`src/sv/wlbpe_pkg.sv`:
```
// Package for the WAV low-byte payload extractor.
// Holds the item and result types, the parse phases, the status codes and the header constants.
// Depends on nothing.
`default_nettype none

package wlbpe_pkg;

    // Widest supported sample, in bytes (2..4).
    localparam int unsigned MAX_SAMPLE_BYTES = 4;
    localparam logic [15:0] MIN_DEPTH        = 16'd16;
    localparam logic [15:0] MAX_DEPTH        = 16'(MAX_SAMPLE_BYTES * 8);

    localparam logic [31:0] TAG_DATA         = 32'h6461_7461;  // "data"
    localparam logic [5:0]  FIRST_CHUNK_LAST = 6'd11;          // last byte of the RIFF header
    localparam logic [5:0]  FORMAT_POS       = 6'd20;
    localparam logic [5:0]  DEPTH_POS        = 6'd34;
    localparam logic [5:0]  POS_SAT          = 6'd63;
    localparam logic [15:0] FORMAT_PCM       = 16'd1;

    localparam logic [2:0] ST_PAYLOAD   = 3'd0;
    localparam logic [2:0] ST_LAST      = 3'd1;
    localparam logic [2:0] ST_DONE      = 3'd2;
    localparam logic [2:0] ST_BAD_DEPTH = 3'd3;
    localparam logic [2:0] ST_EARLY_END = 3'd4;

    localparam int unsigned TDATA_IN_W  = 8;
    localparam int unsigned TDATA_OUT_W = 40;
    localparam int unsigned TUSER_OUT_W = 4;

    typedef enum logic [5:0] {
        PH_HEADER     = 6'b000001,
        PH_CHUNK_HEAD = 6'b000010,
        PH_SKIP       = 6'b000100,
        PH_DATA_HEAD  = 6'b001000,
        PH_PAYLOAD    = 6'b010000,
        PH_DONE       = 6'b100000
    } phase_t;

    typedef struct packed {
        logic [7:0] file_byte;
        logic       end_of_file;
    } item_t;

    typedef struct packed {
        logic [7:0]  hidden_byte;
        logic [2:0]  status_code;
        logic        format_warning;
        logic [31:0] bytes_emitted;
    } result_t;

    // Handshake between the input register and the parser.
    typedef struct packed {
        logic  valid;
        logic  advance;
    } stage_ctl_t;

endpackage

`default_nettype wire

```
`src/sv/wlbpe_in_reg.sv`:
```
// Input register stage of the WAV low-byte payload extractor.
// Captures one transaction from the slave side and holds it until the parser advances.
// Depends on wlbpe_pkg.
`default_nettype none

module wlbpe_in_reg (
    input  wire logic           aclk,
    input  wire logic           aresetn,
    input  wire logic           in_valid,
    output logic                in_ready,
    input  wire wlbpe_pkg::item_t in_item,
    input  wire logic           advance,
    output wlbpe_pkg::stage_ctl_t ctl,
    output wlbpe_pkg::item_t    item
);
    import wlbpe_pkg::*;

    logic  valid_reg;
    logic  valid_next;
    item_t item_reg;

    // Refill whenever the held item leaves or the stage is empty.
    assign in_ready   = !valid_reg || advance;
    assign valid_next = (in_valid && in_ready) || (valid_reg && !advance);

    always_ff @(posedge aclk) begin
        if (!aresetn) begin
            valid_reg <= 1'b0;
        end else begin
            valid_reg <= valid_next;
        end
    end

    always_ff @(posedge aclk) begin
        if (in_valid && in_ready) begin
            item_reg <= in_item;
        end
    end

    assign ctl.valid   = valid_reg;
    assign ctl.advance = advance;
    assign item        = item_reg;

endmodule

`default_nettype wire

```
`src/sv/wlbpe_parser.sv`:
```
// Parser of the WAV low-byte payload extractor: RIFF chunk walk, header capture and
// payload selection, one file byte per advance. Depends on wlbpe_pkg.
`default_nettype none

module wlbpe_parser (
    input  wire logic                 aclk,
    input  wire logic                 aresetn,
    input  wire wlbpe_pkg::stage_ctl_t ctl,
    input  wire wlbpe_pkg::item_t     item,
    output logic                      res_valid,
    output wlbpe_pkg::result_t        res
);
    import wlbpe_pkg::*;

    logic [5:0]  pos_reg,    pos_next;
    phase_t      phase_reg,  phase_next;
    logic [2:0]  hidx_reg,   hidx_next;
    logic [31:0] tag_reg,    tag_next;
    logic [23:0] len_reg,    len_next;
    logic [31:0] skip_reg,   skip_next;
    logic [15:0] width_reg,  width_next;
    logic [15:0] format_reg, format_next;
    logic [1:0]  bis_reg,    bis_next;
    logic [2:0]  hcnt_reg,   hcnt_next;
    logic [31:0] target_reg, target_next;
    logic [31:0] remain_reg, remain_next;
    logic [31:0] count_reg,  count_next;

    logic [7:0]  b;
    logic [31:0] full_len;
    logic [31:0] skip_dec;
    logic [2:0]  bis_inc;
    logic        done_now;
    logic        last_byte;

    assign b        = item.file_byte;
    assign full_len = {b, len_reg};
    assign skip_dec = (skip_reg == 32'd0) ? 32'd0 : skip_reg - 32'd1;
    assign bis_inc  = {1'b0, bis_reg} + 3'd1;

    always_comb begin
        pos_next    = (pos_reg == POS_SAT) ? POS_SAT : pos_reg + 6'd1;
        phase_next  = phase_reg;
        hidx_next   = hidx_reg;
        tag_next    = tag_reg;
        len_next    = len_reg;
        skip_next   = skip_reg;
        width_next  = width_reg;
        format_next = format_reg;
        bis_next    = bis_reg;
        hcnt_next   = hcnt_reg;
        target_next = target_reg;
        remain_next = remain_reg;
        count_next  = count_reg;
        done_now    = 1'b0;
        last_byte   = 1'b0;
        res_valid   = 1'b0;
        res.hidden_byte    = 8'd0;
        res.status_code    = ST_PAYLOAD;
        res.format_warning = 1'b0;
        res.bytes_emitted  = 32'd0;

        // Header fields are captured by absolute position.
        if (pos_reg == FORMAT_POS)        format_next[7:0]  = b;
        if (pos_reg == FORMAT_POS + 6'd1) format_next[15:8] = b;
        if (pos_reg == DEPTH_POS)         width_next[7:0]   = b;
        if (pos_reg == DEPTH_POS + 6'd1)  width_next[15:8]  = b;

        case (phase_reg)
            PH_HEADER: begin
                if (pos_reg >= FIRST_CHUNK_LAST) begin
                    phase_next = PH_CHUNK_HEAD;
                    hidx_next  = 3'd0;
                    tag_next   = 32'd0;
                    len_next   = 24'd0;
                    skip_next  = 32'd0;
                end
            end
            PH_CHUNK_HEAD: begin
                hidx_next = hidx_reg + 3'd1;
                if (!hidx_reg[2]) begin
                    tag_next = {tag_reg[23:0], b};
                end else begin
                    case (hidx_reg[1:0])
                        2'd0:    len_next[7:0]   = b;
                        2'd1:    len_next[15:8]  = b;
                        2'd2:    len_next[23:16] = b;
                        default: len_next        = len_reg;
                    endcase
                end
                if (hidx_reg == 3'd7) begin
                    if (tag_reg == TAG_DATA) begin
                        if (width_next < MIN_DEPTH || width_next > MAX_DEPTH) begin
                            res_valid       = 1'b1;
                            res.status_code = ST_BAD_DEPTH;
                            phase_next      = PH_DONE;
                        end else begin
                            phase_next  = PH_DATA_HEAD;
                            remain_next = full_len;
                            bis_next    = 2'd0;
                            hcnt_next   = 3'd0;
                            target_next = 32'd0;
                            if (full_len == 32'd0) begin
                                res_valid       = 1'b1;
                                res.status_code = ST_DONE;
                                phase_next      = PH_DONE;
                            end
                        end
                    end else if (full_len == 32'd0) begin
                        hidx_next = 3'd0;
                        tag_next  = 32'd0;
                        len_next  = 24'd0;
                        skip_next = 32'd0;
                    end else begin
                        phase_next = PH_SKIP;
                        skip_next  = full_len;
                    end
                end
            end
            PH_SKIP: begin
                skip_next = skip_dec;
                if (skip_dec == 32'd0) begin
                    phase_next = PH_CHUNK_HEAD;
                    hidx_next  = 3'd0;
                    tag_next   = 32'd0;
                    len_next   = 24'd0;
                end
            end
            PH_DATA_HEAD, PH_PAYLOAD: begin
                remain_next = remain_reg - 32'd1;
                if (bis_reg == 2'd0) begin
                    if (phase_reg == PH_DATA_HEAD) begin
                        // Length bytes OR into zero, salt bytes XOR on top of them.
                        target_next = target_reg ^ ({24'd0, b} << {hcnt_reg[1:0], 3'b000});
                        hcnt_next   = hcnt_reg + 3'd1;
                        if (hcnt_reg == 3'd7) begin
                            phase_next = PH_PAYLOAD;
                            if (target_next == 32'd0) begin
                                res_valid       = 1'b1;
                                res.status_code = ST_DONE;
                                done_now        = 1'b1;
                            end
                        end
                    end else begin
                        count_next = count_reg + 32'd1;
                        last_byte  = (count_next == target_reg) || (remain_next == 32'd0) ||
                                     item.end_of_file;
                        res_valid        = 1'b1;
                        res.hidden_byte  = b;
                        res.status_code  = last_byte ? ST_LAST : ST_PAYLOAD;
                        done_now         = last_byte;
                    end
                end
                bis_next = ({10'd0, bis_inc} >= width_next[15:3]) ? 2'd0 : bis_inc[1:0];
                if (!done_now && remain_next == 32'd0) begin
                    res_valid        = 1'b1;
                    res.hidden_byte  = 8'd0;
                    res.status_code  = ST_DONE;
                    done_now         = 1'b1;
                end
                if (done_now) begin
                    phase_next = PH_DONE;
                end
            end
            PH_DONE: begin
                phase_next = PH_DONE;
            end
            default: begin
                phase_next = phase_reg;
            end
        endcase

        if (item.end_of_file && !res_valid && phase_next != PH_DONE) begin
            res_valid       = 1'b1;
            res.status_code = ST_EARLY_END;
        end
        res.format_warning = (format_next != FORMAT_PCM);
        res.bytes_emitted  = count_next;

        // Last byte of a file: return to reset so the next byte opens a new file.
        if (item.end_of_file) begin
            pos_next    = 6'd0;
            phase_next  = PH_HEADER;
            hidx_next   = 3'd0;
            tag_next    = 32'd0;
            len_next    = 24'd0;
            skip_next   = 32'd0;
            width_next  = 16'd0;
            format_next = FORMAT_PCM;
            bis_next    = 2'd0;
            hcnt_next   = 3'd0;
            target_next = 32'd0;
            remain_next = 32'd0;
            count_next  = 32'd0;
        end

        if (!ctl.valid) begin
            res_valid = 1'b0;
        end
    end

    always_ff @(posedge aclk) begin
        if (!aresetn) begin
            pos_reg    <= 6'd0;
            phase_reg  <= PH_HEADER;
            hidx_reg   <= 3'd0;
            tag_reg    <= 32'd0;
            len_reg    <= 24'd0;
            skip_reg   <= 32'd0;
            width_reg  <= 16'd0;
            format_reg <= FORMAT_PCM;
            bis_reg    <= 2'd0;
            hcnt_reg   <= 3'd0;
            target_reg <= 32'd0;
            remain_reg <= 32'd0;
            count_reg  <= 32'd0;
        end else if (ctl.valid && ctl.advance) begin
            pos_reg    <= pos_next;
            phase_reg  <= phase_next;
            hidx_reg   <= hidx_next;
            tag_reg    <= tag_next;
            len_reg    <= len_next;
            skip_reg   <= skip_next;
            width_reg  <= width_next;
            format_reg <= format_next;
            bis_reg    <= bis_next;
            hcnt_reg   <= hcnt_next;
            target_reg <= target_next;
            remain_reg <= remain_next;
            count_reg  <= count_next;
        end
    end

endmodule

`default_nettype wire

```
`src/sv/wlbpe_out_reg.sv`:
```
// Result register of the WAV low-byte payload extractor.
// Holds one result transaction for the master side and tells the parser when it may advance.
// Depends on wlbpe_pkg.
`default_nettype none

module wlbpe_out_reg (
    input  wire logic               aclk,
    input  wire logic               aresetn,
    input  wire logic               stage_valid,
    input  wire logic               res_valid,
    input  wire wlbpe_pkg::result_t res,
    output logic                    advance,
    output logic                    out_valid,
    input  wire logic               out_ready,
    output wlbpe_pkg::result_t      out_res
);
    import wlbpe_pkg::*;

    logic    valid_reg;
    logic    valid_next;
    result_t res_reg;

    // Advance only when the held result is gone or leaves this cycle.
    assign advance = stage_valid && (!valid_reg || out_ready);

    always_comb begin
        valid_next = valid_reg && !out_ready;
        if (advance) begin
            valid_next = res_valid;
        end
    end

    always_ff @(posedge aclk) begin
        if (!aresetn) begin
            valid_reg <= 1'b0;
        end else begin
            valid_reg <= valid_next;
        end
    end

    always_ff @(posedge aclk) begin
        if (advance && res_valid) begin
            res_reg <= res;
        end
    end

    assign out_valid = valid_reg;
    assign out_res   = res_reg;

endmodule

`default_nettype wire

```
`src/sv/wav_low_byte_payload_extractor.sv`:
```
// Top level of the WAV low-byte payload extractor: input register, parser, result register.
// Depends on wlbpe_pkg, wlbpe_in_reg, wlbpe_parser and wlbpe_out_reg.
//
//   channel  | dir | tdata                                      | tuser / tlast
//   ---------+-----+--------------------------------------------+-------------------------------
//   s_       | in  | [7:0] file_byte                            | tlast = end_of_file
//   m_       | out | [7:0] hidden_byte, [39:8] bytes_emitted    | [2:0] status_code,
//            |     |                                            | [3] format_warning
//
// One file byte per cycle sustained while the master side accepts results. A byte is held in
// the input register until the parser advances; the parser then writes its result into the
// result register, which drives the master side. Bytes that cause no result just pass the parser.
// Reset (aresetn low, synchronous) clears all parse state; no clearing pass is needed.
// A stalled result register holds the parser, and a held input register drops s_tready.
`default_nettype none

module wav_low_byte_payload_extractor (
    input  wire logic                                  aclk,
    input  wire logic                                  aresetn,
    input  wire logic                                  s_tvalid,
    output logic                                       s_tready,
    input  wire logic [wlbpe_pkg::TDATA_IN_W-1:0]      s_tdata,   // [7:0] file_byte
    input  wire logic                                  s_tlast,
    output logic                                       m_tvalid,
    input  wire logic                                  m_tready,
    output logic [wlbpe_pkg::TDATA_OUT_W-1:0]          m_tdata,   // [7:0] hidden_byte,
                                                                  // [39:8] bytes_emitted
    output logic [wlbpe_pkg::TUSER_OUT_W-1:0]          m_tuser    // [2:0] status_code,
                                                                  // [3] format_warning
);
    import wlbpe_pkg::*;

    item_t      in_item;
    item_t      stage_item;
    stage_ctl_t ctl;
    logic       advance;
    logic       res_valid;
    result_t    res;
    result_t    out_res;

    assign in_item.file_byte   = s_tdata;
    assign in_item.end_of_file = s_tlast;

    // Capture the incoming transaction.
    wlbpe_in_reg u_in_reg (
        .aclk     (aclk),
        .aresetn  (aresetn),
        .in_valid (s_tvalid),
        .in_ready (s_tready),
        .in_item  (in_item),
        .advance  (advance),
        .ctl      (ctl),
        .item     (stage_item)
    );

    // Walk the chunks and pick payload bytes.
    wlbpe_parser u_parser (
        .aclk      (aclk),
        .aresetn   (aresetn),
        .ctl       (ctl),
        .item      (stage_item),
        .res_valid (res_valid),
        .res       (res)
    );

    // Hold the result for the master side.
    wlbpe_out_reg u_out_reg (
        .aclk        (aclk),
        .aresetn     (aresetn),
        .stage_valid (ctl.valid),
        .res_valid   (res_valid),
        .res         (res),
        .advance     (advance),
        .out_valid   (m_tvalid),
        .out_ready   (m_tready),
        .out_res     (out_res)
    );

    assign m_tdata = {out_res.bytes_emitted, out_res.hidden_byte};
    assign m_tuser = {out_res.format_warning, out_res.status_code};

    // A stalled result must never be overwritten by the parser.
    a_no_overwrite: assert property (@(posedge aclk) disable iff (!aresetn)
        (m_tvalid && !m_tready) |-> !advance)
        else $error("parser advanced over a stalled result");

    // A held item that cannot advance blocks the slave side.
    a_hold_blocks_input: assert property (@(posedge aclk) disable iff (!aresetn)
        (ctl.valid && !advance) |-> !s_tready)
        else $error("input accepted while the stage was blocked");

    // Payload results always count at least the byte they carry.
    a_payload_counted: assert property (@(posedge aclk) disable iff (!aresetn)
        (m_tvalid && (m_tuser[2:0] == ST_PAYLOAD || m_tuser[2:0] == ST_LAST)) |->
        (m_tdata[39:8] != 32'd0))
        else $error("payload result with zero byte count");

    // A result is only loaded on a cycle in which the parser advanced.
    a_result_source: assert property (@(posedge aclk) disable iff (!aresetn)
        (!m_tvalid ##1 m_tvalid) |-> $past(advance && res_valid))
        else $error("result appeared without a parsed item");

endmodule

`default_nettype wire

```
`config.mk`:
```
export PLATFORM = sky130hd
export DESIGN_NAME = wav_low_byte_payload_extractor
export DESIGN_NICKNAME = d
export VERILOG_FILES = /design/src/sv/wlbpe_pkg.sv /design/src/sv/wlbpe_in_reg.sv /design/src/sv/wlbpe_parser.sv /design/src/sv/wlbpe_out_reg.sv /design/src/sv/wav_low_byte_payload_extractor.sv
export SDC_FILE = /design/constraint.sdc
export NUM_CORES = 1
export LEC_CHECK = 0
export ABC_CLOCK_PERIOD_IN_PS = 6070
export CORE_MARGIN = 3
export CORE_UTILIZATION = 35
export CTS_BUF_LIST = sky130_fd_sc_hd__clkbuf_8
export DETAILED_ROUTE_END_ITERATION = 8
export DONT_BUFFER_PORTS = 1
export GPL_TIMING_DRIVEN = 0
export PLACE_DENSITY = 0.47
export SETUP_SLACK_MARGIN = 0.02
export SLEW_MARGIN = 20
export SYNTH_ARGS = -nofsm -noshare
export SYNTH_HDL_FRONTEND = slang
export SYNTH_SLANG_ARGS = --single-unit
```
`constraint.sdc`:
```
create_clock -name aclk -period 6.07 [get_ports aclk]
set_clock_uncertainty 0.1 [all_clocks]
set_input_delay 0.3035 -clock aclk [delete_from_list [all_inputs] [get_ports aclk]]
set_output_delay 0.3035 -clock aclk [all_outputs]
set_load 0.02 [all_outputs]
```
==> results.toml <==
[outcome]
run_status = "finished, final reports clean"

[global_routing]
track_usage = 0.2516
vias_in_the_first_global_route = 15460
number_of_antenna_violations_at_the_first_check_in_global_routing = 2
grt_max_degree = 25
grt_remaining_overflow = 0
grt_first_pass_wirelength_um = 97970

[final_layout]
final_layout_size_suffix_gt1_frac = 0.07308
layout_commonest_cell = "dfxtp_1"
final_cell_mix = "dfxtp_1 (238), nor2_1 (210), nand2_1 (147)"
number_of_diodes = 0
n_fill_cell = 4851
design.final.nets = 2112
largest_reg_flops = 44
final_core_util = 0.4023
signed_area_change_from_the_synthesized_netlist_to_the_final_layout_pct = 12.81

[placed_design]
gp_routability_congestion = 0.9175
half_perimeter_wire_length_of_the_detailed_placement_result_um = 46550
placement.setup.worst_slack_ns = 1.419
io_buffer_count = 0

[die]
die_x_um = 224.5
placementRows = 79
dieArea_mm2 = 0.05039
boundaryPins = 59
design.core.area_mm2 = 0.04685
die_y_um = 224.5
initial_utilization = 0.3566

[logic_synthesis]
netlist.area_leader.share = 0.2852
synth_top_cells_by_area = "dfxtp_1 (29%), edfxtp_1 (9.5%), nor2_1 (4.7%)"
ys_seq_elements = 291
synth_edf_count = 53
synth_largest_area_cell = "dfxtp_1"
synth.yosys.warnings = 0
postSynthAreaPerCell_um2 = 8.316
synthArstFlopShare = 0
synth_cell_type_count = 96
synth.net_count = 2042
post_synth_inst_count = 2009
synth_sequential_area_ratio = 0.3804
netlist_area_mm2 = 0.01671
dominantRegCellSynth = "dfxtp_1"

[clock_tree]
cts_resized = 0
clk_pin_slew_worst_setup_hold_paths_ns = 0.06
post-cts-setup-buffers = 0
worstSkewPairLatency_ns = 0.68
cts_tree = "built"
ctsLongestPathBuffers = 3
cts_buffers = 53
clk_root_buffer_cell = "clkbuf_8"
clock_sink_count = 291
cts-htree-levels = 2

[power_and_ir_drop]
static-leakage-power_nw = 6.510
irDropWorstVdd_mv = 0.1311
power_density_mw_per_mm2 = 228.1

[timing]
setup_failing_eps_final = 0
max_slew.worst_pin.slew_ns = 1.189
worst_slew_margin_rel = 0.2043
timing.final.ws_setup_ns = 1.321
rsz_0062_raised_after_global_routing = "no"
report.final.slew_viol_count = 0
final.min_clock_period_ns = 4.749
final_min_period_over_clock_period = 0.7824
fmaxAchievable_ghz = 0.2106
finalHoldViolations = 0

[critical_path]
critical_path_class = "reg2reg"
cp_slowest_stage_delay_ns = 0.94
timing.critical_path.buf_inv = 3
arrival_ns = 5.05
worst_setup_path_end_kind = "register"
critical-path-slowest-cell = "nor4_1"
path_max_fanout = 24
timing.critical_path.cells = "buf_2, nand4_1, nor4_1, nand3b_1, o211ai_1, or4_1, a2111oi_2, o211ai_1, a21oi_2, o21ai_4, buf_16, buf_16"
critPathTopFamily = "simple AND/OR/NAND/NOR gates"
critical_path.reg2reg.startpoint = "u_parser.count_reg[17]"
crit_path_start_kind = "register"
worstPathRequired_ns = 6.37
launch_point_of_the_worst_path = "u_parser.count_reg[17]"

[routing]
met1_length_um = 29660
wl_met2_um = 28950
top_layer = "met5"
total_wire_length_after_detailed_routing_um = 64660
antenna_left = 0
drt-initial-drc-count = 1662
drc = 0
wl_met3_um = 3716
detailroute.via_count = 16440
post_drt_via_cell_ratio = 6.027
dr.pass1.iters = 7
wire_per_inst_um = 23.70

[min_path]
holdCritPathClass = "in2reg"
hold_path_startpoint = "s_tvalid"

[job]
max-cap-violations = 0
[what timing repair did]
| action | CTS | global route |
|---|---|---|
| hold buffers | 13 | 0 |
| endpoints found under the setup margin | 0 | 0 |
| endpoints found under the hold margin | 12 | 0 |
[power by group]
part	internal, mW	switching (mW)
combinational	0.0455	0.170
sequential	1.97	0.00932
clock	1.19	0.914
[cell type report]
class / instances / area [um^2] / share of cell area
Tap cell: 607 / 759.5 / 0.04030
Multi-Input combinational cell: 1515 / 9538 / 0.5061
Clock inverter: 39 / 380.4 / 0.02018
Buffer: 176 / 728.2 / 0.03864
Inverter: 27 / 101.3 / 0.005377
Timing Repair Buffer: 15 / 185.2 / 0.009825
Sequential cell: 291 / 6356 / 0.3373
Clock buffer: 58 / 798.3 / 0.04236
[cell usage after synthesis (9+ instances only)]
cell type / number
xor2_1: 41
buf_2: 21
dfxtp_1: 238
and4b_1: 10
nor3b_1: 11
o41ai_1: 14
a21o_1: 13
o31ai_1: 15
o21ai_0: 134
or2_2: 9
xnor2_1: 60
nor4_1: 54
inv_1: 27
nand2b_1: 11
o211ai_1: 13
clkbuf_1: 144
nand2_1: 147
a22oi_1: 93
nand3_1: 47
nor4bb_1: 11
and2_1: 19
or3_1: 23
nor2_1: 210
nor4b_1: 13
a31oi_1: 9
ha_1: 20
nor3_1: 61
edfxtp_1: 53
nor2b_1: 24
or4_1: 18
a32o_1: 25
nand3b_1: 36
nand4_1: 44
and3_1: 10
a21oi_1: 137
nand4b_1: 12
a22o_1: 34
[metal layers]
metal  vias up  GRT usage
li1       7672          -
met1      8027     0.3487
met2       590     0.4020
met3       151    0.03472
met4         2    0.09063
met5         -          0
[path summary, 6_finish.rpt]
check	to	slack, ns	cells after the start
min reg2reg	u_parser.hcnt_reg[2]	0.36	2
min	u_in_reg.item[2]	0.09	1
max reg2reg	u_out_reg.out_res[16]	1.32	12
max	u_out_reg.out_res[16]	1.32	12
[logic make-up (layout without fill, tap and decap cells)]
family          Yosys count  in the layout  share of synthesized area
simple gates            804            804                     0.2617
compound gates          582            582                     0.2353
flops                   291            291                     0.3804
buf+inv                 203            315                    0.04965
xor+xnor                101            101                    0.05295
fa+ha+maj                20             20                    0.01498
mux                       8              8                   0.005018
[metrics by stage]
step	cell area [um^2]	cells	power [mW]	setup TNS, ns	hold slack (ns)
detailed placement	17540	2618	2.227	0	0.3024
finish	18850	2728	4.299	0	0.08545
floorplan	16710	2009	2.130	0	0.3024
global route	18850	2728	4.454	0	0.08013
global placement	17470	2616	2.224	-44.58	0.3024
CTS	18850	2728	4.360	0	0.04544
Note: power is estimated with default switching activity, not from simulation.
